## config.mk

```make
export PLATFORM = sky130hd
export DESIGN_NAME = dtmf_event_packetizer
export DESIGN_NICKNAME = d
export VERILOG_FILES = /design/src/dtmf_pkt_pkg.sv /design/src/dtmf_event_packetizer.sv /design/src/dtmf_pkt_front.sv /design/src/dtmf_pkt_queue.sv /design/src/dtmf_pkt_back.sv
export SDC_FILE = /design/constraint.sdc
export NUM_CORES = 1
export LEC_CHECK = 0
export BUFFER_PORTS_ARGS = -buffer_cell sky130_fd_sc_hd__buf_2
export CORE_ASPECT_RATIO = 1.5
export CORE_MARGIN = 2
export CORE_UTILIZATION = 53
export CTS_CLUSTER_SIZE = 14
export DETAILED_ROUTE_END_ITERATION = 7
export PLACE_DENSITY = 0.77
export SLEW_MARGIN = 20
export SYNTH_ARGS = -nofsm -noshare
export SYNTH_HDL_FRONTEND = slang
export SYNTH_SLANG_ARGS = --single-unit
```

## constraint.sdc

```tcl
create_clock -name clk -period 2.7 [get_ports clk]
set_input_delay 0.27 -clock clk [delete_from_list [all_inputs] [get_ports clk]]
set_output_delay 0.27 -clock clk [all_outputs]
set_load 0.01 [all_outputs]
```

## src/dtmf_pkt_pkg.sv

```systemverilog
// Shared types and constants for the DTMF event packetizer.
// Used by the front end, command queue, sequencer and top level. No dependencies.
`default_nettype none

package dtmf_pkt_pkg;

    localparam int CODE_W   = 5;
    localparam int FRAMES_W = 6;
    localparam int IDX_W    = 6;
    localparam int REP_W    = 5;
    localparam int DUR_W    = 16;
    localparam int TS_W     = 11;
    localparam int SPF_W    = 10;
    localparam int RETX_W   = 4;
    localparam int VOL_W    = 6;
    localparam int CFG_IDX_W  = 2;
    localparam int CFG_DATA_W = 10;

    // configuration register indexes
    localparam logic [CFG_IDX_W-1:0] CFG_SPF  = 2'd0;
    localparam logic [CFG_IDX_W-1:0] CFG_RETX = 2'd1;
    localparam logic [CFG_IDX_W-1:0] CFG_VOL  = 2'd2;

    // configuration reset values
    localparam logic [SPF_W-1:0]  SPF_RESET  = 10'd160;
    localparam logic [RETX_W-1:0] RETX_RESET = 4'd2;
    localparam logic [VOL_W-1:0]  VOL_RESET  = 6'd10;

    // milliseconds per frame, used for timestamps
    localparam int FRAME_MS = 20;

    typedef struct packed {
        logic [CODE_W-1:0]   code;
        logic [FRAMES_W-1:0] frames;
    } cmd_t;

    typedef struct packed {
        logic [SPF_W-1:0]  spf;
        logic [RETX_W-1:0] retx;
        logic [VOL_W-1:0]  vol;
    } cfg_t;

    typedef struct packed {
        logic [CODE_W-1:0] event_code;
        logic              end_flag;
        logic [VOL_W-1:0]  volume_field;
        logic [DUR_W-1:0]  event_duration;
        logic [TS_W-1:0]   timestamp_offset_ms;
        logic              marker;
        logic              last_packet;
    } pkt_t;

    typedef enum logic [2:0] {
        ST_IDLE = 3'b001,
        ST_RUN  = 3'b010,
        ST_END  = 3'b100
    } seq_state_t;

endpackage

`default_nettype wire

```

## src/dtmf_event_packetizer.sv

```systemverilog
// DTMF event packetizer top level: configuration registers, front end, queue, sequencer.
// Depends on dtmf_pkt_pkg, dtmf_pkt_front, dtmf_pkt_queue, dtmf_pkt_back.
//
// Usage:
//   Input side is a queue: present key_char and duration_ms with push; the
//   transfer happens on a clock edge with push high and full low. An unknown
//   key is taken and dropped without any result.
//   Result side is a queue: while empty is low the oldest packet descriptor is
//   on the result ports; the transfer happens on an edge with pop high.
//   Configuration: cfg_valid/cfg_ready write channel, cfg_index selects
//   samples_per_frame (0), retransmit_count (1) or tone_volume (2); other
//   indexes are ignored. cfg_ready is always high. Write only while idle.
// Timing:
//   A key press becomes frames-1 running packets plus retransmit_count+1 end
//   packets, up to 63. A key press passes the queue, which the input transfer
//   edge writes, then the sequencer, once it is idle, and then the output
//   register before its first packet shows on the outputs; then one packet per
//   cycle while pop is held. Up to QUEUE_DEPTH classified key presses wait in the
//   queue; full rises when it fills. A stalled pop holds the output register
//   and the sequencer; nothing is dropped.
// Reset: rst_n clears the queue, the sequencer and the output valid flag, and
//   loads configuration defaults 160, 2, 10.
`default_nettype none

module dtmf_event_packetizer #(
    parameter int QUEUE_DEPTH = 2
) (
    input  wire logic        clk,
    input  wire logic        rst_n,
    // input channel
    input  wire logic        push,
    output logic             full,
    input  wire logic [7:0]  key_char,
    input  wire logic [15:0] duration_ms,
    // result channel
    output logic             empty,
    input  wire logic        pop,
    output logic [4:0]       event_code,
    output logic             end_flag,
    output logic [5:0]       volume_field,
    output logic [15:0]      event_duration,
    output logic [10:0]      timestamp_offset_ms,
    output logic             marker,
    output logic             last_packet,
    // configuration channel
    input  wire logic        cfg_valid,
    output logic             cfg_ready,
    input  wire logic [1:0]  cfg_index,
    input  wire logic [9:0]  cfg_data
);

    dtmf_pkt_pkg::cfg_t cfg_reg, cfg_next;
    dtmf_pkt_pkg::cmd_t front_cmd;
    dtmf_pkt_pkg::cmd_t q_cmd;
    dtmf_pkt_pkg::pkt_t out_pkt;
    logic               front_valid;
    logic               q_wr;
    logic               q_valid;
    logic               q_pop;
    logic               out_valid;

    assign cfg_ready = 1'b1;

    // register file: write the selected field, drop unknown indexes
    always_comb
    begin
        cfg_next = cfg_reg;
        if (cfg_valid)
        begin
            case (cfg_index)
                dtmf_pkt_pkg::CFG_SPF:  cfg_next.spf  = cfg_data;
                dtmf_pkt_pkg::CFG_RETX: cfg_next.retx = cfg_data[3:0];
                dtmf_pkt_pkg::CFG_VOL:  cfg_next.vol  = cfg_data[5:0];
                default:                cfg_next = cfg_reg;
            endcase
        end
    end

    always_ff @(posedge clk or negedge rst_n)
    begin
        if (!rst_n)
        begin
            cfg_reg.spf  <= dtmf_pkt_pkg::SPF_RESET;
            cfg_reg.retx <= dtmf_pkt_pkg::RETX_RESET;
            cfg_reg.vol  <= dtmf_pkt_pkg::VOL_RESET;
        end
        else
        begin
            cfg_reg <= cfg_next;
        end
    end

    // classify the incoming key press
    dtmf_pkt_front u_front (
        .key_char    (key_char),
        .duration_ms (duration_ms),
        .cmd_valid   (front_valid),
        .cmd         (front_cmd)
    );

    // only recognized keys enter the queue
    assign q_wr = push && !full && front_valid;

    dtmf_pkt_queue #(
        .DEPTH (QUEUE_DEPTH)
    ) u_queue (
        .clk      (clk),
        .rst_n    (rst_n),
        .wr_en    (q_wr),
        .wr_cmd   (front_cmd),
        .full     (full),
        .rd_valid (q_valid),
        .rd_en    (q_pop),
        .rd_cmd   (q_cmd)
    );

    // expand commands into packets
    dtmf_pkt_back u_back (
        .clk       (clk),
        .rst_n     (rst_n),
        .cfg       (cfg_reg),
        .q_valid   (q_valid),
        .q_cmd     (q_cmd),
        .q_pop     (q_pop),
        .pop       (pop),
        .out_valid (out_valid),
        .out_pkt   (out_pkt)
    );

    assign empty               = !out_valid;
    assign event_code          = out_pkt.event_code;
    assign end_flag            = out_pkt.end_flag;
    assign volume_field        = out_pkt.volume_field;
    assign event_duration      = out_pkt.event_duration;
    assign timestamp_offset_ms = out_pkt.timestamp_offset_ms;
    assign marker              = out_pkt.marker;
    assign last_packet         = out_pkt.last_packet;

endmodule

`default_nettype wire

```

## src/dtmf_pkt_front.sv

```systemverilog
// Front end: maps the key character to an event code and the duration to a frame count.
// Depends on dtmf_pkt_pkg.
`default_nettype none

module dtmf_pkt_front (
    input  wire logic [7:0]           key_char,
    input  wire logic [15:0]          duration_ms,
    output logic                      cmd_valid,
    output dtmf_pkt_pkg::cmd_t        cmd
);

    localparam logic [7:0] KEY_ZERO = 8'h30;
    localparam logic [7:0] KEY_NINE = 8'h39;
    localparam logic [7:0] KEY_STAR = 8'h2A;
    localparam logic [7:0] KEY_HASH = 8'h23;
    localparam logic [7:0] KEY_A    = 8'h41;
    localparam logic [7:0] KEY_B    = 8'h42;
    localparam logic [7:0] KEY_C    = 8'h43;
    localparam logic [7:0] KEY_D    = 8'h44;
    localparam logic [7:0] KEY_F    = 8'h46;

    localparam logic [4:0] EV_STAR = 5'd10;
    localparam logic [4:0] EV_HASH = 5'd11;
    localparam logic [4:0] EV_A    = 5'd12;
    localparam logic [4:0] EV_B    = 5'd13;
    localparam logic [4:0] EV_C    = 5'd14;
    localparam logic [4:0] EV_D    = 5'd15;
    localparam logic [4:0] EV_F    = 5'd16;

    localparam logic [15:0] MIN_MS   = 16'd40;
    localparam logic [15:0] MAX_MS   = 16'd960;
    localparam logic [9:0]  ROUND_MS = 10'd10;
    // (x / 5) for x below 1024 is (x * 205) >> 10
    localparam logic [7:0]  RECIP5   = 8'd205;

    logic [7:0]  key_diff;
    logic [9:0]  dur_clamped;
    logic [9:0]  dur_rounded;
    logic [7:0]  quarter;
    logic [15:0] prod;
    logic [dtmf_pkt_pkg::CODE_W-1:0]   ev_code;
    logic [dtmf_pkt_pkg::FRAMES_W-1:0] frames;

    always_comb
    begin
        key_diff  = key_char - KEY_ZERO;
        cmd_valid = 1'b1;
        ev_code   = '0;
        case (key_char) inside
            [KEY_ZERO:KEY_NINE]: ev_code = key_diff[4:0];
            KEY_STAR:            ev_code = EV_STAR;
            KEY_HASH:            ev_code = EV_HASH;
            KEY_A:               ev_code = EV_A;
            KEY_B:               ev_code = EV_B;
            KEY_C:               ev_code = EV_C;
            KEY_D:               ev_code = EV_D;
            KEY_F:               ev_code = EV_F;
            default:             cmd_valid = 1'b0;
        endcase
    end

    // clamp to 40..960 ms, then frames = (d + 10) / 20 as ((d + 10) / 4) / 5
    always_comb
    begin
        if (duration_ms < MIN_MS)
        begin
            dur_clamped = MIN_MS[9:0];
        end
        else if (duration_ms > MAX_MS)
        begin
            dur_clamped = MAX_MS[9:0];
        end
        else
        begin
            dur_clamped = duration_ms[9:0];
        end
        dur_rounded = dur_clamped + ROUND_MS;
        quarter     = dur_rounded[9:2];
        prod        = {8'd0, quarter} * {8'd0, RECIP5};
        frames      = prod[15:10];
    end

    assign cmd = {ev_code, frames};

endmodule

`default_nettype wire

```

## src/dtmf_pkt_queue.sv

```systemverilog
// Short command queue between front end and sequencer.
// Depends on dtmf_pkt_pkg.
`default_nettype none

module dtmf_pkt_queue #(
    parameter int DEPTH = 2
) (
    input  wire logic                 clk,
    input  wire logic                 rst_n,
    input  wire logic                 wr_en,
    input  wire dtmf_pkt_pkg::cmd_t   wr_cmd,
    output logic                      full,
    output logic                      rd_valid,
    input  wire logic                 rd_en,
    output dtmf_pkt_pkg::cmd_t        rd_cmd
);

    localparam int PTR_W = (DEPTH > 1) ? $clog2(DEPTH) : 1;
    localparam int CNT_W = $clog2(DEPTH + 1);
    localparam logic [PTR_W-1:0] LAST_PTR = PTR_W'(DEPTH - 1);
    localparam logic [CNT_W-1:0] FULL_CNT = CNT_W'(DEPTH);

    dtmf_pkt_pkg::cmd_t mem_reg [DEPTH];
    logic [PTR_W-1:0] wr_ptr_reg, wr_ptr_next;
    logic [PTR_W-1:0] rd_ptr_reg, rd_ptr_next;
    logic [CNT_W-1:0] count_reg, count_next;
    logic             do_wr, do_rd;

    assign full     = (count_reg == FULL_CNT);
    assign rd_valid = (count_reg != '0);
    assign rd_cmd   = mem_reg[rd_ptr_reg];
    assign do_wr    = wr_en && !full;
    assign do_rd    = rd_en && rd_valid;

    always_comb
    begin
        wr_ptr_next = wr_ptr_reg;
        rd_ptr_next = rd_ptr_reg;
        count_next  = count_reg;
        if (do_wr)
        begin
            wr_ptr_next = (wr_ptr_reg == LAST_PTR) ? '0 : wr_ptr_reg + 1'b1;
        end
        if (do_rd)
        begin
            rd_ptr_next = (rd_ptr_reg == LAST_PTR) ? '0 : rd_ptr_reg + 1'b1;
        end
        if (do_wr && !do_rd)
        begin
            count_next = count_reg + 1'b1;
        end
        else if (do_rd && !do_wr)
        begin
            count_next = count_reg - 1'b1;
        end
    end

    always_ff @(posedge clk or negedge rst_n)
    begin
        if (!rst_n)
        begin
            wr_ptr_reg <= '0;
            rd_ptr_reg <= '0;
            count_reg  <= '0;
        end
        else
        begin
            wr_ptr_reg <= wr_ptr_next;
            rd_ptr_reg <= rd_ptr_next;
            count_reg  <= count_next;
        end
    end

    always_ff @(posedge clk)
    begin
        if (do_wr)
        begin
            mem_reg[wr_ptr_reg] <= wr_cmd;
        end
    end

endmodule

`default_nettype wire

```

## src/dtmf_pkt_back.sv

```systemverilog
// Sequencer: one queued command to packets, one per cycle unless stalled, in an output register.
// Depends on dtmf_pkt_pkg.
`default_nettype none

module dtmf_pkt_back (
    input  wire logic                 clk,
    input  wire logic                 rst_n,
    input  wire dtmf_pkt_pkg::cfg_t   cfg,
    input  wire logic                 q_valid,
    input  wire dtmf_pkt_pkg::cmd_t   q_cmd,
    output logic                      q_pop,
    input  wire logic                 pop,
    output logic                      out_valid,
    output dtmf_pkt_pkg::pkt_t        out_pkt
);

    dtmf_pkt_pkg::seq_state_t state_reg, state_next;
    logic [dtmf_pkt_pkg::CODE_W-1:0]   code_reg, code_next;
    logic [dtmf_pkt_pkg::FRAMES_W-1:0] frames_reg, frames_next;
    logic [dtmf_pkt_pkg::IDX_W-1:0]    idx_reg, idx_next;
    logic [dtmf_pkt_pkg::REP_W-1:0]    rep_reg, rep_next;
    logic [dtmf_pkt_pkg::DUR_W-1:0]    acc_reg, acc_next;
    logic                              out_valid_reg, out_valid_next;
    dtmf_pkt_pkg::pkt_t                pkt_reg, pkt_next;

    logic                              slot_free;
    logic [dtmf_pkt_pkg::IDX_W-1:0]    idx_inc;
    logic [dtmf_pkt_pkg::FRAMES_W-1:0] run_count;
    logic [dtmf_pkt_pkg::TS_W-1:0]     ts;

    assign slot_free = !out_valid_reg || pop;
    assign idx_inc   = idx_reg + 1'b1;
    assign run_count = frames_reg - 1'b1;
    // index * 20 = index * 16 + index * 4
    assign ts = {1'b0, idx_reg, 4'b0} + {3'b0, idx_reg, 2'b0};

    assign out_valid = out_valid_reg;
    assign out_pkt   = pkt_reg;

    always_comb
    begin
        state_next     = state_reg;
        code_next      = code_reg;
        frames_next    = frames_reg;
        idx_next       = idx_reg;
        rep_next       = rep_reg;
        acc_next       = acc_reg;
        pkt_next       = pkt_reg;
        out_valid_next = out_valid_reg && !pop;
        q_pop          = 1'b0;

        pkt_next.event_code          = code_reg;
        pkt_next.volume_field        = cfg.vol;
        pkt_next.event_duration      = acc_reg;
        pkt_next.timestamp_offset_ms = ts;
        pkt_next.marker              = (idx_reg == '0);
        pkt_next.end_flag            = 1'b0;
        pkt_next.last_packet         = 1'b0;

        case (state_reg)
            dtmf_pkt_pkg::ST_IDLE:
            begin
                pkt_next = pkt_reg;
                if (q_valid)
                begin
                    q_pop       = 1'b1;
                    code_next   = q_cmd.code;
                    frames_next = q_cmd.frames;
                    idx_next    = '0;
                    acc_next    = {6'd0, cfg.spf};
                    rep_next    = {1'b0, cfg.retx} + 1'b1;
                    state_next  = dtmf_pkt_pkg::ST_RUN;
                end
            end
            dtmf_pkt_pkg::ST_RUN:
            begin
                if (slot_free)
                begin
                    out_valid_next = 1'b1;
                    idx_next       = idx_inc;
                    acc_next       = acc_reg + {6'd0, cfg.spf};
                    // advance to end packets once all running packets are out
                    if (idx_inc == run_count)
                    begin
                        state_next = dtmf_pkt_pkg::ST_END;
                    end
                end
                else
                begin
                    pkt_next = pkt_reg;
                end
            end
            dtmf_pkt_pkg::ST_END:
            begin
                pkt_next.end_flag    = 1'b1;
                pkt_next.last_packet = (rep_reg == 5'd1);
                if (slot_free)
                begin
                    out_valid_next = 1'b1;
                    idx_next       = idx_inc;
                    rep_next       = rep_reg - 1'b1;
                    if (rep_reg == 5'd1)
                    begin
                        state_next = dtmf_pkt_pkg::ST_IDLE;
                    end
                end
                else
                begin
                    pkt_next = pkt_reg;
                end
            end
            default:
            begin
                state_next = dtmf_pkt_pkg::ST_IDLE;
                pkt_next   = pkt_reg;
            end
        endcase
    end

    always_ff @(posedge clk or negedge rst_n)
    begin
        if (!rst_n)
        begin
            state_reg     <= dtmf_pkt_pkg::ST_IDLE;
            out_valid_reg <= 1'b0;
            idx_reg       <= '0;
            rep_reg       <= '0;
        end
        else
        begin
            state_reg     <= state_next;
            out_valid_reg <= out_valid_next;
            idx_reg       <= idx_next;
            rep_reg       <= rep_next;
        end
    end

    always_ff @(posedge clk)
    begin
        code_reg   <= code_next;
        frames_reg <= frames_next;
        acc_reg    <= acc_next;
        pkt_reg    <= pkt_next;
    end

    // a new packet appears only while a command is being expanded
    a_no_emit_idle: assert property (@(posedge clk) disable iff (!rst_n)
        (!out_valid_reg || pop) && (state_reg == dtmf_pkt_pkg::ST_IDLE) |=> !out_valid_reg)
        else $error("packet emitted from idle sequencer");

    // the end phase always has at least one end packet to send
    a_end_has_repeat: assert property (@(posedge clk) disable iff (!rst_n)
        (state_reg == dtmf_pkt_pkg::ST_END) |-> (rep_reg != '0))
        else $error("end phase with no repeats left");

    // the closing packet of a command is always an end packet
    a_last_is_end: assert property (@(posedge clk) disable iff (!rst_n)
        out_valid_reg && pkt_reg.last_packet |-> pkt_reg.end_flag)
        else $error("last packet without end flag");

    // the marker only goes out on the packet stamped at offset zero
    a_marker_ts: assert property (@(posedge clk) disable iff (!rst_n)
        out_valid_reg && pkt_reg.marker |-> (pkt_reg.timestamp_offset_ms == '0))
        else $error("marker on a packet with nonzero timestamp");

endmodule

`default_nettype wire

```

Yosys cells after proc, flatten, opt, wreduce, memory -nomap -nowiden
Memories as Yosys holds them, arrays and structs flattened. A register that Yosys moved wholly into a read port is not among the register bits.
Cells that the tools add are included.
{ "word_totals": {"rom_bits": 0, "memories": 1, "output_inout_bits": 44, "ram_bits": 22, "inputBits": 41, "ff_bits": 96, "wordCells": 135, "latchBits": 0} }
{ "memory_table": {"columns": ["name", "depth", "width", "rd", "rd_ports_with_merged_regs", "write_ports", "line", "text"], "rows": [
  ["u_queue.mem_reg", 2, 11, 1, 1, 1, "dtmf_pkt_queue.sv:23", "dtmf_pkt_pkg::cmd_t mem_reg [DEPTH];"]
]} }
{ "classes": {"eq_ne": 21, "n_div": 0, "add_sub_neg": 12, "n_shift": 0, "n_reduce_logical": 32, "bitwise": 0, "multipliers": 1, "n_lt_le_gt_ge": 4, "muxes": 46} }
{ "op_table": {"columns": ["operator", "count"], "rows": [
  ["$mux 41", 2],
  ["$pmux 41 s2", 1],
  ["$mux 5", 10],
  ["$eq 8x7->1 const B", 5],
  ["$mux 16", 2],
  ["$pmux 16 s2", 1],
  ["$mux 10", 2],
  ["$add 16x10->16", 1],
  ["$eq 8x6->1 const B", 2],
  ["$gt 16x10->1 const B", 1],
  ["$lt 16x6->1 const B", 1],
  ["$mul 8x8->16 const B", 1],
  ["$mux 1", 16],
  ["$mux 3", 5],
  ["$mux 6", 2],
  ["$pmux 6 s2", 1],
  ["$reduce_and 3->1", 4],
  ["$reduce_bool 2->1", 6],
  ["$add 10x8->11", 1],
  ["$add 10x4->10 const B", 1],
  ["$ne 2x1->1 const B", 5],
  ["$pmux 5 s2", 1],
  ["$pmux 3 s3", 1],
  ["$ge 8x6->1 const B", 1],
  ["other kinds (26)", 43]
]} }

Logic depth before layout (Yosys ltp)
{ "logic_depth": {"ltp_word": 15, "ltp_mapped": 23, "ltp_nobuf": 23} }

Cells and area by module
A second synthesis with hierarchy kept.
{ "hier_totals": {"cells_unflattened": 623, "hier_area_um2": 7355.8} }
{ "modules_own_cells": {"columns": ["module", "cells_each", "area_per_inst_um2", "instances", "seq_area_each_um2"], "rows": [
  ["dtmf_pkt_back", 328, 3986.3, 1, 2358.5],
  ["dtmf_pkt_front", 193, 1532.7, 1, 0.0],
  ["dtmf_pkt_queue", 53, 1039.7, 1, 760.7],
  ["dtmf_event_packetizer", 49, 797.0, 1, 506.7]
]} }

Least setup slack after synthesis
OpenSTA, ideal clock, no wires.
{ "synth_path": {"kind": "in2reg", "start": "in duration_ms[8]", "end": "mem u_queue.mem_reg[0][2] (netlist bit), data pin", "path_buffers": 0, "setup_time_ns": 0.263, "t_arrival_ns": 5.493, "cell_stages": 22, "required_ns": 2.437, "path_slack_ns": -3.056, "path_cell_list": "or4_4 or2_1 and3_1 ha_1 o2111ai_1 xor2_1 nand2_1 ha_1 inv_1 fa_1 inv_1 fa_1 inv_1 fa_1 inv_1 ha_1 nand2_1 or4_1 o31ai_4 a21o_1 a21oi_2 xnor2_1"} }
{ "synth_rtl": {"columns": ["element", "line", "text"], "rows": [
  ["start, declared", "dtmf_event_packetizer.sv:34", "input wire logic [15:0] duration_ms,"],
  ["end, declared", "dtmf_pkt_queue.sv:23", null]
]} }

==> results.md <==
* Cell area after synthesis at 0.007171 sq mm
* Io pins at 85
* Relative slew slack at 0.3908
* Ys async rst share at 0.3071
* # rows at 52
* Fin Hold WS at -12.34 ps
* Share of the synthesized area in the top cell type at 0.3685
* Leading area contributor after synthesis: edfxtp_1
* Fin crit period at 5291 ps
* Vias/cell at 5.556
* Core Region at 0.01334 sq mm
* Crit path max fanout at 3
* Final worst path period share at 1.960
* Area growth syn-to-layout at 26.56%
* Clock root cell: clkbuf_16
* Pre-CTS WS at -3019 ps
* Flops & latches, synth at 127
* Worst-Margin Slew at 913.8 ps
* Clock sink count at 127
* Cells after Synth at 608
* Critical Path RT at 2940 ps
* Die ar. at 0.01449 sq mm
* Ys Warns at 0
* Avg Cell Area, Syn at 11.79 sq um
* DR WL/cell at 15.93 um
* Critical setup path kind: in -> reg
* Final worst setup slack at -2591 ps
* Critical path arrival at 5530 ps
* Post-DP HPWL at 11010 um
* Max Fclk at 0.1890 GHz
* CP endpoint kind: flop
* Worst-path clk slew at 60 ps
* GP Congestion at 0.8353
* Cell variety after synth at 55
* PwrDens at 899.1 mW/mm^2
* Endpoints failing hold at 3
* Antenna-violating nets left at 0
* DRC violation count after routing at 0
* Number of global-route vias before repair at 5511
* MaxCap Viol Count at 0
* Max-slew violation count at 0
* WL final at 15020 um
* Final-report setup violation count at 12
* Element type at the critical path start: input port
* Die Ht at 146.5 um
* Iteration-0 DRC Markers at 218
* Leakage at 4.018 nW
* Port Buffers at 81
* Final Util at 0.6804
* N_diodes at 0
* Deepest clock path buffer count at 2
* CTS tree: yes
* H-tree depth at 4
* Largest register FFs at 39
* Initial DRT Pass Iterations at 4
* First-pass GRT wire length at 24570 um
* Post-CTS Hold Buffers at 0
* Top cells by area, synth: edfxtp_1 (37%), dfrtp_1 (12%), ha_1 (11%)
* Nets at 884
* Worst Hold Class: in -> async
* Grt total ovfl at 0
* Worst vdd ir at 0.5725 mV
* Total GRT Usage at 0.2131
* Post-synth top cells: edfxtp_1 (88), ha_1 (62), inv_1 (58)
* Layout cells sized above 1 at 0.3175
* Worst-Skew Late Latency at 410 ps
* Status: complete, but fails checks
* Die X at 98.97 um
* Unrepaired setup endpoints after global routing: yes
* Prevailing post-synth register cell: edfxtp_1
* Most numerous cell in the Yosys netlist: edfxtp_1
* Largest net degree at the start of global routing at 40
* Fin Clk Skew at 9.044 ps
* Failing checks: negative hold slack, negative setup slack
* EDFF count, synth at 88
* CTS buffer count at 17
* R2r worst-path depth at 10
* Initial Utilization at 0.5376
* DR vias at 5239
* Final TNS setup at -30260 ps
* Sequential area share after synthesis at 0.5057
* Initial antenna violation count at 0
* Final Power at 8.159 mW
-- worst max-delay path, stage by stage --
cell and delay, ps:
buf_6 90, or4_4 530, or2_4 250, and3_4 180, ha_4 170, o2111ai_4 240
xor2_1 170, nand2_1 130, ha_4 300, inv_2 30, fa_1 470, inv_1 50
fa_1 490, inv_1 50, fa_1 470, inv_1 40, ha_1 280, nand2_2 60
or4_4 430, o31ai_4 310, a21oi_2 130, o21bai_1 190, xor2_1 210
-- final cells by class --
class | instances | area, sq um
clock buffer | 17 | 425.4
tap | 162 | 202.7
sequential | 127 | 3626
inverter | 58 | 217.7
multi-input combinational | 410 | 3397
timing repair buffer | 154 | 965.9
fill | 890 | 4263
clock inverter | 15 | 240.2
-- worst paths after layout --
check / slack (ps) / startpoint / to
worst max-delay path: -2590 / duration_ms[6] / u_queue.mem_reg[1][4]
worst min-delay path: -10 / rst_n / cfg_reg[16]
worst max register to register: 260 / cfg_reg[10] / u_back.acc_reg[14]
worst min register to register: 420 / u_back.code_reg[4] / u_back.out_pkt[40]
max in group asynchronous: 2120 / rst_n / u_back.idx_reg[5]
min in group clk: 90 / cfg_data[8] / cfg_reg[18]
-- kinds of logic (layout without fill, tap and decap cells) --
family / Yosys count / in the layout / synth area share
compound gates: 108 / 108 / 0.09579
fa+ha+maj: 75 / 75 / 0.1445
buf+inv: 72 / 244 / 0.03926
flops: 127 / 127 / 0.5057
mux: 33 / 33 / 0.05130
simple gates: 145 / 145 / 0.1063
xor+xnor: 46 / 46 / 0.05618
other cells: 2 / 3 / 0.001047
-- routing by layer --
| metal | up-vias | global-route usage | wire, um |
|---|---|---|---|
| li1 | 2505 | - | - |
| met1 | 2536 | 0.2052 | 5205 |
| met2 | 153 | 0.4182 | 8681 |
| met3 | 45 | 0.03973 | 590 |
| met4 | 0 | 0.1041 | 545 |
| met5 | - | 0 | 0 |
-- cells in the final DEF (no fill, tap or decap), drive strengths merged, types with 6 or more instances in the layout --
master / count
and3: 9
fa: 13
o21a: 6
xor2: 23
bufinv: 6
or3: 10
nor3: 10
a21o: 6
xnor2: 23
o21ai: 36
edfxtp: 88
a21oi: 28
nand3: 11
buf: 154
nand2b: 6
clkbuf: 17
dfrtp: 33
nand2: 37
a31oi: 6
mux2: 30
dfstp: 6
nor2: 28
ha: 62
inv: 59
-- where the power goes --
part	internal [mW]	switching, mW
sequential	2.88	0.369
clock	1.72	0.804
combinational	1.01	1.37
-- per-stage QoR --
step / hold slack (ps) / std cells / area [sq um]
floorplan: -25.59 / 609 / 7191
global placement: 401.3 / 904 / 8230
detailed placement: 405.6 / 904 / 8230
CTS: 4.099 / 940 / 8976
global route: 56.75 / 943 / 9075
finish: -12.34 / 943 / 9075
-- what timing repair did --
| action | in CTS | in global routing |
|---|---|---|
| pin swaps | 5 | 11 |
| buffers inserted | 5 | 4 |
| setup endpoints to repair | 12 | 13 |
| resized for setup | 7 | 12 |
| hold endpoints to repair | 0 | 0 |
No activity file was read; power rests on OpenSTA's default activity.
